--- src/rtl/core/capture_file_record_deframer_unit_assert.svh ---
// Assertion macros shared by the capture file record deframer RTL.
// Depends on nothing; included by the modules that carry assertions.
`ifndef CAPTURE_FILE_RECORD_DEFRAMER_UNIT_ASSERT_SVH
`define CAPTURE_FILE_RECORD_DEFRAMER_UNIT_ASSERT_SVH

// Same-cycle implication, disabled during reset.
`define CFRD_ASSERT_IMPL(label, clk, rst_n, ante, cons, msg) \
    label: assert property (@(posedge clk) disable iff (!rst_n) (ante) |-> (cons)) \
        else $error(msg);

// Next-cycle implication, disabled during reset.
`define CFRD_ASSERT_NEXT(label, clk, rst_n, ante, cons, msg) \
    label: assert property (@(posedge clk) disable iff (!rst_n) (ante) |=> (cons)) \
        else $error(msg);

`endif

--- src/rtl/core/cfrd_pkg.sv ---
// Package of the capture file record deframer: types, constants and helpers.
// Depends on nothing; used by every module of the block.
`timescale 1ns / 1ps
`default_nettype none

package cfrd_pkg;

    localparam logic [31:0] MAGIC_USEC    = 32'ha1b2c3d4;
    localparam logic [31:0] MAGIC_NSEC    = 32'ha1b23c4d;
    localparam logic [31:0] MAGIC_SWAPPED = 32'hd4c3b2a1;
    localparam logic [15:0] LENGTH_LIMIT  = 16'hffff;
    localparam logic [15:0] SKIP_BYTES    = 16'd20;
    localparam logic [15:0] WORD_BYTES    = 16'd4;

    localparam int QUEUE_DEPTH = 4;
    localparam int QUEUE_AW    = $clog2(QUEUE_DEPTH);

    typedef enum logic [2:0] {
        PH_MAGIC   = 3'd0,
        PH_SKIP    = 3'd1,
        PH_SEC     = 3'd2,
        PH_FRAC    = 3'd3,
        PH_CAPLEN  = 3'd4,
        PH_ORIG    = 3'd5,
        PH_PAYLOAD = 3'd6,
        PH_HALT    = 3'd7
    } phase_t;

    typedef enum logic [1:0] {
        KIND_HEADER  = 2'd0,
        KIND_PAYLOAD = 2'd1,
        KIND_ERROR   = 2'd2
    } kind_t;

    typedef struct packed {
        kind_t       kind;
        logic [31:0] seconds;
        logic [31:0] fraction;
        logic [15:0] length;
        logic [7:0]  data;
        logic        last;
    } result_t;

    typedef struct packed {
        logic empty;
        logic full;
    } queue_status_t;

    function automatic logic [31:0] shift_in(input logic [31:0] word, input logic [7:0] b,
                                             input logic big);
        logic [31:0] res;
        if (big)
        begin
            res = {word[23:0], b};
        end
        else
        begin
            res = {b, word[31:8]};
        end
        return res;
    endfunction

endpackage

`default_nettype wire

--- src/rtl/core/cfrd_front.sv ---
// Front end of the capture file record deframer: accepts bytes and parses them.
// Depends on cfrd_pkg; pushes result words into cfrd_queue.
`timescale 1ns / 1ps
`default_nettype none

module cfrd_front
(
    input  wire logic                   clk,
    input  wire logic                   rst_n,
    input  wire logic                   cfg_wr_en,
    input  wire logic [15:0]            cfg_wr_data,
    input  wire logic                   byte_valid,
    output logic                        byte_ready,
    input  wire logic [7:0]             in_byte,
    input  wire cfrd_pkg::queue_status_t q_status,
    output logic                        push,
    output cfrd_pkg::result_t           push_data
);

    cfrd_pkg::phase_t phase_reg, phase_next;
    logic [15:0] count_reg, count_next;
    logic        swap_reg, swap_next;
    logic [31:0] magic_reg, magic_next;
    logic [31:0] shift_reg, shift_next;
    logic [31:0] sec_reg, sec_next;
    logic [31:0] frac_reg, frac_next;
    logic [15:0] len_reg, len_next;
    logic [15:0] max_len_reg;
    logic        accept;
    logic [15:0] count_inc;

    assign byte_ready = !q_status.full;
    assign accept     = byte_valid && byte_ready;
    assign count_inc  = count_reg + 16'd1;

    always_ff @(posedge clk or negedge rst_n)
    begin
        if (!rst_n)
        begin
            phase_reg   <= cfrd_pkg::PH_MAGIC;
            count_reg   <= '0;
            swap_reg    <= 1'b0;
            magic_reg   <= '0;
            shift_reg   <= '0;
            sec_reg     <= '0;
            frac_reg    <= '0;
            len_reg     <= '0;
            max_len_reg <= cfrd_pkg::LENGTH_LIMIT;
        end
        else
        begin
            phase_reg <= phase_next;
            count_reg <= count_next;
            swap_reg  <= swap_next;
            magic_reg <= magic_next;
            shift_reg <= shift_next;
            sec_reg   <= sec_next;
            frac_reg  <= frac_next;
            len_reg   <= len_next;
            if (cfg_wr_en)
            begin
                max_len_reg <= cfg_wr_data;
            end
        end
    end

    always_comb
    begin
        phase_next = phase_reg;
        count_next = count_reg;
        swap_next  = swap_reg;
        magic_next = magic_reg;
        shift_next = shift_reg;
        sec_next   = sec_reg;
        frac_next  = frac_reg;
        len_next   = len_reg;
        push       = 1'b0;
        push_data.kind     = cfrd_pkg::KIND_HEADER;
        push_data.seconds  = sec_reg;
        push_data.fraction = frac_reg;
        push_data.length   = len_reg;
        push_data.data     = 8'd0;
        push_data.last     = 1'b0;
        if (accept)
        begin
            unique case (phase_reg)
                cfrd_pkg::PH_MAGIC:
                begin
                    magic_next = cfrd_pkg::shift_in(magic_reg, in_byte, 1'b0);
                    count_next = count_inc;
                    if (count_inc == cfrd_pkg::WORD_BYTES)
                    begin
                        swap_next  = !(magic_next == cfrd_pkg::MAGIC_USEC ||
                                       magic_next == cfrd_pkg::MAGIC_NSEC);
                        count_next = '0;
                        phase_next = cfrd_pkg::PH_SKIP;
                    end
                end
                cfrd_pkg::PH_SKIP:
                begin
                    count_next = count_inc;
                    if (count_inc >= cfrd_pkg::SKIP_BYTES)
                    begin
                        count_next = '0;
                        phase_next = cfrd_pkg::PH_SEC;
                    end
                end
                cfrd_pkg::PH_SEC, cfrd_pkg::PH_FRAC, cfrd_pkg::PH_CAPLEN:
                begin
                    shift_next = cfrd_pkg::shift_in(shift_reg, in_byte, swap_reg);
                    count_next = count_inc;
                    if (count_inc == cfrd_pkg::WORD_BYTES)
                    begin
                        count_next = '0;
                        if (phase_reg == cfrd_pkg::PH_SEC)
                        begin
                            sec_next   = shift_next;
                            phase_next = cfrd_pkg::PH_FRAC;
                        end
                        else if (phase_reg == cfrd_pkg::PH_FRAC)
                        begin
                            frac_next  = shift_next;
                            phase_next = cfrd_pkg::PH_CAPLEN;
                        end
                        else
                        begin
                            phase_next = cfrd_pkg::PH_ORIG;
                        end
                    end
                end
                cfrd_pkg::PH_ORIG:
                begin
                    count_next = count_inc;
                    if (count_inc == cfrd_pkg::WORD_BYTES)
                    begin
                        count_next = '0;
                        push       = 1'b1;
                        if (shift_reg > {16'd0, max_len_reg})
                        begin
                            push_data.kind   = cfrd_pkg::KIND_ERROR;
                            push_data.length = (shift_reg[31:16] != 16'd0) ?
                                               cfrd_pkg::LENGTH_LIMIT : shift_reg[15:0];
                            phase_next       = cfrd_pkg::PH_HALT;
                        end
                        else
                        begin
                            len_next         = shift_reg[15:0];
                            shift_next       = '0;
                            push_data.length = shift_reg[15:0];
                            push_data.last   = (shift_reg[15:0] == 16'd0);
                            phase_next       = (shift_reg[15:0] == 16'd0) ?
                                               cfrd_pkg::PH_SEC : cfrd_pkg::PH_PAYLOAD;
                        end
                    end
                end
                cfrd_pkg::PH_PAYLOAD:
                begin
                    push           = 1'b1;
                    push_data.kind = cfrd_pkg::KIND_PAYLOAD;
                    push_data.data = in_byte;
                    count_next     = count_inc;
                    if (count_inc >= len_reg)
                    begin
                        push_data.last = 1'b1;
                        count_next     = '0;
                        phase_next     = cfrd_pkg::PH_SEC;
                    end
                end
                cfrd_pkg::PH_HALT:
                begin
                    phase_next = cfrd_pkg::PH_HALT;
                end
            endcase
        end
    end

endmodule

`default_nettype wire

--- src/rtl/core/cfrd_queue.sv ---
// Short result queue between the parsing front end and the output back end.
// Depends on cfrd_pkg and the assertion macro header.
`timescale 1ns / 1ps
`default_nettype none

`include "capture_file_record_deframer_unit_assert.svh"

module cfrd_queue
(
    input  wire logic              clk,
    input  wire logic              rst_n,
    input  wire logic              push,
    input  wire cfrd_pkg::result_t push_data,
    input  wire logic              pop,
    output cfrd_pkg::result_t      head_data,
    output cfrd_pkg::queue_status_t status
);

    cfrd_pkg::result_t entry_reg [cfrd_pkg::QUEUE_DEPTH];
    logic [cfrd_pkg::QUEUE_AW-1:0] wr_ptr_reg, rd_ptr_reg;
    logic [cfrd_pkg::QUEUE_AW:0]   count_reg, count_next;
    logic                          do_push, do_pop;

    assign status.empty = (count_reg == '0);
    assign status.full  = (count_reg == (cfrd_pkg::QUEUE_AW + 1)'(cfrd_pkg::QUEUE_DEPTH));
    assign do_push      = push && !status.full;
    assign do_pop       = pop && !status.empty;
    assign head_data    = entry_reg[rd_ptr_reg];

    always_comb
    begin
        count_next = count_reg;
        if (do_push && !do_pop)
        begin
            count_next = count_reg + 1'b1;
        end
        else if (do_pop && !do_push)
        begin
            count_next = count_reg - 1'b1;
        end
    end

    always_ff @(posedge clk or negedge rst_n)
    begin
        if (!rst_n)
        begin
            wr_ptr_reg <= '0;
            rd_ptr_reg <= '0;
            count_reg  <= '0;
        end
        else
        begin
            count_reg <= count_next;
            if (do_push)
            begin
                wr_ptr_reg <= wr_ptr_reg + 1'b1;
            end
            if (do_pop)
            begin
                rd_ptr_reg <= rd_ptr_reg + 1'b1;
            end
        end
    end

    always_ff @(posedge clk)
    begin
        if (do_push)
        begin
            entry_reg[wr_ptr_reg] <= push_data;
        end
    end

    `CFRD_ASSERT_IMPL(a_no_push_when_full, clk, rst_n, status.full, !push, "push into full queue")
    `CFRD_ASSERT_IMPL(a_no_pop_when_empty, clk, rst_n, status.empty, !pop, "pop from empty queue")
    `CFRD_ASSERT_NEXT(a_count_up, clk, rst_n, do_push && !do_pop,
                      count_reg == $past(count_reg) + 1'b1, "queue count did not rise")

endmodule

`default_nettype wire

--- src/rtl/core/cfrd_back.sv ---
// Back end of the capture file record deframer: output register and handshake.
// Depends on cfrd_pkg; takes result words from cfrd_queue.
`timescale 1ns / 1ps
`default_nettype none

module cfrd_back
(
    input  wire logic                    clk,
    input  wire logic                    rst_n,
    input  wire cfrd_pkg::queue_status_t q_status,
    input  wire cfrd_pkg::result_t       head_data,
    output logic                         pop,
    output logic                         result_valid,
    input  wire logic                    result_ready,
    output cfrd_pkg::result_t            out_data
);

    logic              valid_reg, valid_next;
    cfrd_pkg::result_t data_reg;
    logic              load;

    assign load         = !valid_reg || result_ready;
    assign pop          = load && !q_status.empty;
    assign valid_next   = pop ? 1'b1 : (result_ready ? 1'b0 : valid_reg);
    assign result_valid = valid_reg;
    assign out_data     = data_reg;

    always_ff @(posedge clk or negedge rst_n)
    begin
        if (!rst_n)
        begin
            valid_reg <= 1'b0;
        end
        else
        begin
            valid_reg <= valid_next;
        end
    end

    always_ff @(posedge clk)
    begin
        if (pop)
        begin
            data_reg <= head_data;
        end
    end

endmodule

`default_nettype wire

--- src/rtl/core/capture_file_record_deframer_unit.sv ---
// Top level of the capture file record deframer.
// Depends on cfrd_pkg, cfrd_front, cfrd_queue and cfrd_back.
`timescale 1ns / 1ps
`default_nettype none

// The block takes one word (a byte of the capture file) per clock cycle while
// the queue is not full and gives at most one result word per cycle. A result
// reaches the outputs through the queue and then the output register: the
// parsing front end writes it into the queue at the edge that takes the byte,
// and the output register picks it up from the queue once the output is free.
// A four-entry queue sits between the two, so the input keeps flowing while
// the output stalls until the queue fills. After an invalid length the block
// keeps taking input but gives no further results until reset.

module capture_file_record_deframer_unit
(
    input  wire logic        clk,
    input  wire logic        rst_n,
    input  wire logic        cfg_wr_en,
    input  wire logic [15:0] cfg_wr_data,
    input  wire logic        byte_valid,
    output logic             byte_ready,
    input  wire logic [7:0]  in_byte,
    output logic             result_valid,
    input  wire logic        result_ready,
    output logic [1:0]       result_kind,
    output logic [31:0]      ts_seconds,
    output logic [31:0]      ts_fraction,
    output logic [15:0]      capture_length,
    output logic [7:0]       payload_byte,
    output logic             last_byte
);

    cfrd_pkg::queue_status_t q_status;
    cfrd_pkg::result_t       push_data, head_data, out_data;
    logic                    push, pop;

    cfrd_front u_front
    (
        .clk         (clk),
        .rst_n       (rst_n),
        .cfg_wr_en   (cfg_wr_en),
        .cfg_wr_data (cfg_wr_data),
        .byte_valid  (byte_valid),
        .byte_ready  (byte_ready),
        .in_byte     (in_byte),
        .q_status    (q_status),
        .push        (push),
        .push_data   (push_data)
    );

    cfrd_queue u_queue
    (
        .clk       (clk),
        .rst_n     (rst_n),
        .push      (push),
        .push_data (push_data),
        .pop       (pop),
        .head_data (head_data),
        .status    (q_status)
    );

    cfrd_back u_back
    (
        .clk          (clk),
        .rst_n        (rst_n),
        .q_status     (q_status),
        .head_data    (head_data),
        .pop          (pop),
        .result_valid (result_valid),
        .result_ready (result_ready),
        .out_data     (out_data)
    );

    assign result_kind    = out_data.kind;
    assign ts_seconds     = out_data.seconds;
    assign ts_fraction    = out_data.fraction;
    assign capture_length = out_data.length;
    assign payload_byte   = out_data.data;
    assign last_byte      = out_data.last;

endmodule

`default_nettype wire
--- config.mk ---
export PLATFORM = sky130hd
export DESIGN_NAME = capture_file_record_deframer_unit
export DESIGN_NICKNAME = d
export VERILOG_FILES = /design/src/rtl/core/cfrd_pkg.sv /design/src/rtl/core/cfrd_front.sv /design/src/rtl/core/cfrd_queue.sv /design/src/rtl/core/cfrd_back.sv /design/src/rtl/core/capture_file_record_deframer_unit.sv
export VERILOG_INCLUDE_DIRS = /design/src /design/src/rtl/core
export SDC_FILE = /design/constraint.sdc
export NUM_CORES = 1
export LEC_CHECK = 0
export BUFFER_PORTS_ARGS = -buffer_cell sky130_fd_sc_hd__buf_2
export CORE_MARGIN = 2
export CORE_UTILIZATION = 60
export DETAILED_ROUTE_END_ITERATION = 7
export PLACE_DENSITY = 0.9
export REMOVE_ABC_BUFFERS = 1
export SETUP_SLACK_MARGIN = 0.02
export SLEW_MARGIN = 20
export SYNTH_ARGS = -nofsm -noshare
export SYNTH_HDL_FRONTEND = slang
export SYNTH_SLANG_ARGS = --single-unit
--- constraint.sdc ---
create_clock -name clk -period 10.5 [get_ports clk]
set_input_delay 1.05 -clock clk [delete_from_list [all_inputs] [get_ports clk]]
set_output_delay 1.05 -clock clk [all_outputs]
set_load 0.005 [all_outputs]
### Yosys cells after proc, flatten, opt, wreduce, memory -nomap -nowiden

Memories as Yosys holds them, arrays and structs flattened. A register that Yosys moved wholly into a read port is not among the register bits.
Index checks and enable logic that the tools add are counted.

| word-level totals | value |
|---|---|
| register bits | 188 |
| memory bits (writable) | 364 |
| bits of input ports | 29 |
| word-level logic and storage cells | 116 |
| memories | 1 |

Memories:

| memory | words | bits a word | read ports | clocked after Yosys merged registers in | wr ports | line | source |
|---|---|---|---|---|---|---|---|
| u_queue.entry_reg | 4 | 91 | 1 | 1 | 1 | cfrd_queue.sv:19 | `cfrd_pkg::result_t entry_reg [cfrd_pkg::QUEUE_DEPTH];` |

| operators by class | value |
|---|---|
| add/subtract/negate cells | 5 |
| order comparisons | 3 |
| eq/ne operators | 17 |
| multiplexer cells | 43 |
| bitwise operators | 2 |
| reductions and logical operators | 32 |

Operator list:

| operator | number |
|---|---|
| two-way mux 32 bit | 5 |
| two-way mux 16 bit | 7 |
| equality test 32 bit, second input constant | 2 |
| one-hot mux 32 bit (2 select lines) | 1 |
| one-hot mux 16 bit (3 select lines) | 1 |
| > comparator 32 x 16 -> 1 bit | 1 |
| two-way mux 3 bit | 10 |
| two-way mux 25 bit | 1 |
| one-hot mux 3 bit (6 select lines) | 1 |
| adder 16 x 1 -> 16 bit, second input constant | 1 |
| equality test 16 x 3 -> 1 bit, second input constant | 1 |
| greater-or-equal comparator 16 bit | 1 |
| greater-or-equal comparator 16 x 5 -> 1 bit, second input constant | 1 |
| zero test 16 bit | 1 |
| nonzero test 16 bit | 1 |
| equality test 3 bit, second input constant | 5 |
| AND reduction 4 bit | 3 |
| two-way mux 1 bit | 10 |
| != test 2 x 1 -> 1 bit, second input constant | 5 |
| two-way mux 8 bit | 1 |
| equality test 3 x 2 -> 1 bit, second input constant | 2 |
| logical AND 1 bit | 6 |
| zero test 1 bit | 6 |
| zero test 3 bit | 2 |
| other kinds (18) | 27 |

### Longest topological paths before layout

| depth | value |
|---|---|
| word-level depth | 10 |
| mapped depth | 15 |

### Hierarchy

Synthesis repeated with hierarchy kept, for this count alone.

| second synthesis, totals | value |
|---|---|
| cells, all modules | 1464 |
| area, all modules | 25120.3 um2 |

By module, submodules not included:

| module | times used | cells each | area an instance (um2) |
|---|---|---|---|
| cfrd_queue | 1 | 511 | 13549.2 |
| cfrd_front | 1 | 857 | 8788.4 |
| cfrd_back | 1 | 96 | 2782.7 |

### Worst setup path before layout

No wires, ideal clock.

| path | value |
|---|---|
| path type | in2reg |
| start point | input result_ready |
| end point | register u_queue.count_reg[1] (netlist bit) |
| library setup time | 0.125 ns |
| data arrival time | 6.961 ns |
| slack | 3.414 ns |
| stages | 7 |
| path buffers | 0 |
| path through | inv_1 > a21oi_1 > inv_1 > ha_1 > inv_1 > fa_1 > mux2_2 |

| on the way | value |
|---|---|
| word-level cells in the longest chain between the ends | 6 |
| elaborated cells on any way between the ends | 8 |
| classes of those cells | mux (1); reduce/logical (7) |

Ends and longest elaborated chain:

| element | line | source |
|---|---|---|
| start: declaration | capture_file_record_deframer_unit.sv:25 | `input wire logic result_ready,` |
| logical OR 1 bit | cfrd_back.sv:22 | `assign load = !valid_reg \|\| result_ready;` |
| logical AND 1 bit | cfrd_back.sv:23 | `assign pop = load && !q_status.empty;` |
| via pop | capture_file_record_deframer_unit.sv:36 | `logic push, pop;` |
| logical AND 1 bit | cfrd_queue.sv:27 | `assign do_pop = pop && !status.empty;` |
| zero test 1 bit | cfrd_queue.sv:33 | `if (do_push && !do_pop)` |
| logical AND 1 bit | cfrd_queue.sv:33 |  |
| two-way mux 3 bit | cfrd_queue.sv:33 |  |
| via u_queue.count_next, one bit | cfrd_queue.sv:21 | `logic [cfrd_pkg::QUEUE_AW:0] count_reg, count_next;` |
| end signal: assignment | cfrd_queue.sv:53 | `count_reg <= count_next;` |
| end: declaration | cfrd_queue.sv:21 |  |

The timed path passes the listed nets, and every way through them passes these cells.
A chain may end at the register's enable or synchronous reset.

### Worst setup path in the final report

| path | value |
|---|---|
| start point | register u_front.count_reg[0] |
| end point | memory u_queue.entry_reg[0][75] (netlist bit) (enable) |

| on the way | value |
|---|---|
| word-level cells in the longest chain between the ends | 8 |

Ends and longest elaborated chain:

| element | line | source |
|---|---|---|
| start: declaration | cfrd_front.sv:21 | `logic [15:0] count_reg, count_next;` |
| start signal: assignment | cfrd_front.sv:53 | `count_reg <= count_next;` |
| adder 16 x 1 -> 16 bit | cfrd_front.sv:34 | `assign count_inc = count_reg + 16'd1;` |
| equality test 16 x 3 -> 1 bit | cfrd_front.sv:134 | `if (count_inc == cfrd_pkg::WORD_BYTES)` |
| two-way mux 1 bit | cfrd_front.sv:134 |  |
| one-hot mux 1 bit (2 select lines) | cfrd_front.sv:86 | `unique case (phase_reg)` |
| two-way mux 1 bit | cfrd_front.sv:84 | `if (accept)` |
| logical AND 1 bit | cfrd_queue.sv:26 | `assign do_push = push && !status.full;` |
| two-way mux 1 bit | cfrd_queue.sv:67 | `if (do_push)` |
| two-way mux 1 bit (not written as such) | cfrd_queue.sv:69 | `entry_reg[wr_ptr_reg] <= push_data;` |
| end: declaration | cfrd_queue.sv:19 |  |

Every way passes these cells.

==> results_dict.tcl <==
set metrics [dict create \
    globalRouteOverflowTotal 0 \
    average_cell_area_after_synthesis_um2 16.82 \
    cts-root-to-sink-buffers 3 \
    achievable-frequency_mhz 211.1 \
    dominant_combinational_cell_family_by_area_after_synthesis "multiplexers" \
    number_of_sinks_on_the_clock_net 635 \
    routed-wl-met2_um 28560 \
    critPathMostFrequentCell "sky130_fd_sc_hd__buf_4" \
    slowest_delay_ns 0.71 \
    cp.arrival_ns 4.97 \
    ys_ff_latch 635 \
    post_synth_fa_ha_maj_area_fraction_pct 2.025 \
    post_drt_wl_per_cell_um 25.98 \
    power.static_leakage_nw 10.35 \
    portBuffers 121 \
    synth_top_flop_cell "sky130_fd_sc_hd__edfxtp_1" \
    path_cells "ha_1, nand3_2, or3_1, xnor2_1, nor3_1, nand2_1, nor4_4, buf_4, or2_2, and2_4, buf_4" \
    antenna_violations_before_repair 1 \
    intPower_mw 4.324 \
    cts_post_setup_buffers_inserted 0 \
    post_cts_hold_buffer_count 0 \
    wl_met1_um 21090 \
    setup_total_negative_slack_ns 0 \
    final.period_utilization_pct 45.12 \
    yosys_warnings 0 \
    die_x_um 208.5 \
    grt_pass1_vias 14235 \
    core_area_mm2 0.04102 \
    yosys.area_share.xor_xnor_pct 1.152 \
    num_antenna_cells 0 \
    most_area_hungry_cell_type_in_the_yosys_netlist "sky130_fd_sc_hd__edfxtp_1" \
    drt_drc_violations_left 0 \
    critPathBufInv 2 \
    synth-edff-count 455 \
    clkTransAtPathRegs_ns 0.06 \
    place.gp.congestion 0.9009 \
    finalWirelength_um 56930 \
    cts_inserted_buffers 58 \
    layoutNonFillerInstCount 2191 \
    met3RoutedLength_um 4572 \
    swShare_pct 24.53 \
    muxShareOfSynthArea_pct 11.42 \
    post_route_cells_drive_above_1_share_pct 24.23 \
    synth-seq-area-share_pct 72.52 \
    post_synth_inst_count 1491 \
    dpl.hpwl_um 32690 \
    critPathCaptureType "flop" \
    top_signal_layer_used "met5" \
    ir_drop_worst_vdd_v 0.0001607 \
    grt_start_max_net_pins 67 \
    synth.top_cells.by_area "sky130_fd_sc_hd__edfxtp_1, sky130_fd_sc_hd__dfrtp_1, sky130_fd_sc_hd__mux4_2" \
    path_max_fanout 47 \
    drtAntennaViolNets 0 \
    worst-setup-path-type "flop to flop" \
    slowest_stage "sky130_fd_sc_hd__buf_4" \
    starting_utilization_of_the_core_area_pct 61.15 \
    startpoint_type "flop" \
    global_route_wire_length_before_repair_um 87290 \
    p_per_area_mw_per_mm2 203.9 \
    synth_compound_area_share_pct 4.794 \
    critical_path_required_ns 10.73 \
    cts_root_buffer "sky130_fd_sc_hd__clkbuf_16" \
    nNetsFinal 1680 \
    clkLatencyLatePin_ns 0.62 \
    dp.cells 2083 \
    post_synthesis_cell_type_count 63 \
    ctsResizeCount 0 \
    finalSetupViolations 0 \
    critical-path-top-delay-family "simple AND/OR/NAND/NOR gates" \
    synth_simple_gate_area_share_pct 5.543 \
    tritoncts "yes" \
    finClkSkew_ns 0.03096 \
    hold_viol 0 \
    detail_route.vias_per_cell 6.424 \
    ios 122 \
    cts_htree_levels 2 \
    synthesis.area_mm2 0.02508 \
    grtUsageTotal_pct 26.71 \
    final_max_slew_viol_count 0 \
    nFillCells 2436 \
    clock_group_share_of_total_power_pct 37.4 \
    relSlewSlack_pct 29.37 \
    switching_power_mw 1.406 \
    power_frac_comb_pct 11.0 \
    worst_tran_pin_value_ns 1.060 \
    post-route-min-period_ns 4.737 \
    hold_path_class "primary input to asynchronous set/reset pin" \
    synth_top_area_share_pct 54.48 \
    synthToLayoutAreaGrowth_pct 12.07 \
    detail_route.first_pass.iterations 6 \
    grt_setup_unrepaired "no" \
    std_cell_rows 74 \
    power_mw 5.730 \
    floorplan.die.height_um 208.5 \
    routed-via-count 14074 \
    seqPwrFrac_pct 51.6 \
    largest_reg_flops 364 \
    status "finished clean" \
    iteration_0_drc_markers 1805 \
    die_area_mm2 0.04345 \
    maxCapViolations 0 \
    synth_async_reset_ratio_pct 28.35 \
]
-- logic make-up after synthesis --
kind of cell / after synthesis
XOR/XNOR: 33
flip-flops: 635
adder cells (fa/ha/maj): 40
buffers and inverters: 151
AND/OR/NAND/NOR: 279
multiplexers: 167
AO/OA/AOI/OAI: 186
-- through the flow --
stage,hold slack (ns),utilization [%],cell area (um^2),setup WS (ns)
floorplan,0.4641,-,24720,3.414
global placement,0.4816,63.76,26150,6.002
detailed placement,0.4870,63.76,26150,5.875
CTS,0.3715,68.51,28100,5.803
global route,0.4054,68.53,28110,5.517
finish,0.3603,68.53,28110,5.763
-- cells in the final DEF (no fill, tap or decap), drive strengths merged, types with 4 or more instances in the layout --
master,count
mux2,43
clkbuf,84
buf,136
and3,11
edfxtp,455
nand2,53
inv,77
and2,6
a21oi,98
mux4,91
ha,39
xor2,15
o21ai,25
mux2i,33
nand3,11
a21o,5
nor4,15
nor3,11
or3,5
nor4b,4
dfstp,16
clkinv,16
and4,7
dfrtp,164
a31oi,4
nand4,13
nor2,130
a32o,32
a211oi,5
xnor2,18
-- cell usage after synthesis, types with 13 or more instances --
cell type	instances
sky130_fd_sc_hd__dfrtp_1	164
sky130_fd_sc_hd__nor4_1	13
sky130_fd_sc_hd__clkbuf_1	36
sky130_fd_sc_hd__edfxtp_1	455
sky130_fd_sc_hd__a21oi_1	98
sky130_fd_sc_hd__xor2_1	15
sky130_fd_sc_hd__nand2_1	52
sky130_fd_sc_hd__inv_1	75
sky130_fd_sc_hd__o21ai_0	25
sky130_fd_sc_hd__mux2_2	38
sky130_fd_sc_hd__ha_1	39
sky130_fd_sc_hd__mux2i_1	33
sky130_fd_sc_hd__nor2_1	130
sky130_fd_sc_hd__xnor2_1	18
sky130_fd_sc_hd__a32o_1	32
sky130_fd_sc_hd__mux4_2	91
sky130_fd_sc_hd__dfstp_2	16
sky130_fd_sc_hd__buf_1	15
-- worst reg2reg max path, delay by kind of cell (launching register included) --
| family | cells | cell delay (ns) |
|---|---|---|
| and+or+nand+nor | 7 | 2.12 |
| buffers and inverters | 2 | 1.09 |
| DFF | 1 | 0.55 |
| adders and majority gates | 1 | 0.35 |
| xor gates and xnor gates | 1 | 0.20 |
-- area by class of cell --
cell class,instances,area [um^2],share of cell area [%]
timing repair buffer,136,724.4,2.577
clock inverter,24,203.9,0.7256
sequential,635,18200,64.74
tap,532,665.6,2.368
multi-input combinational,705,6290,22.38
inverter,75,281.5,1.002
clock buffer,84,1745,6.210
-- power groups by stage --
stage	logic (mW)	clock network (mW)	registers, mW
global placement	0.614	0	2.99
floorplan	0.363	0	3.08
detailed placement	0.634	0	3.01
CTS	0.642	2.16	2.96
finish	0.630	2.14	2.96
global route	0.684	2.26	2.97
-- per-layer routing --
| metal | vias up | track usage [%] |
|---|---|---|
| met1 | 7132 | 35.03 |
| li1 | 5927 | - |
| met4 | 2 | 12.21 |
| met5 | - | 0.1112 |
| met3 | 190 | 4.860 |
| met2 | 823 | 44.12 |
-- final timing paths --
check | slack [ns] | to | cells after the start | start
worst max-delay path | 5.76 | u_queue.entry_reg[0][75]$_DFFE_PP_ | 11 | u_front.count_reg[0]$_DFFE_PN0P_
min in group clk | 0.50 | u_queue.count_reg[2]$_DFFE_PN0P_ | 1 | u_queue.count_reg[2]$_DFFE_PN0P_
worst min-delay path | 0.36 | u_back.result_valid$_DFFE_PN0P_ | 1 | rst_n
max in group asynchronous | 7.93 | u_queue.rd_ptr_reg[0]$_DFFE_PN0P_ | 3 | rst_n
worst max register to register | 5.76 | u_queue.entry_reg[0][75]$_DFFE_PP_ | 11 | u_front.count_reg[0]$_DFFE_PN0P_
worst min register to register | 0.50 | u_queue.count_reg[2]$_DFFE_PN0P_ | 1 | u_queue.count_reg[2]$_DFFE_PN0P_
(Power assumes the default switching activity.)
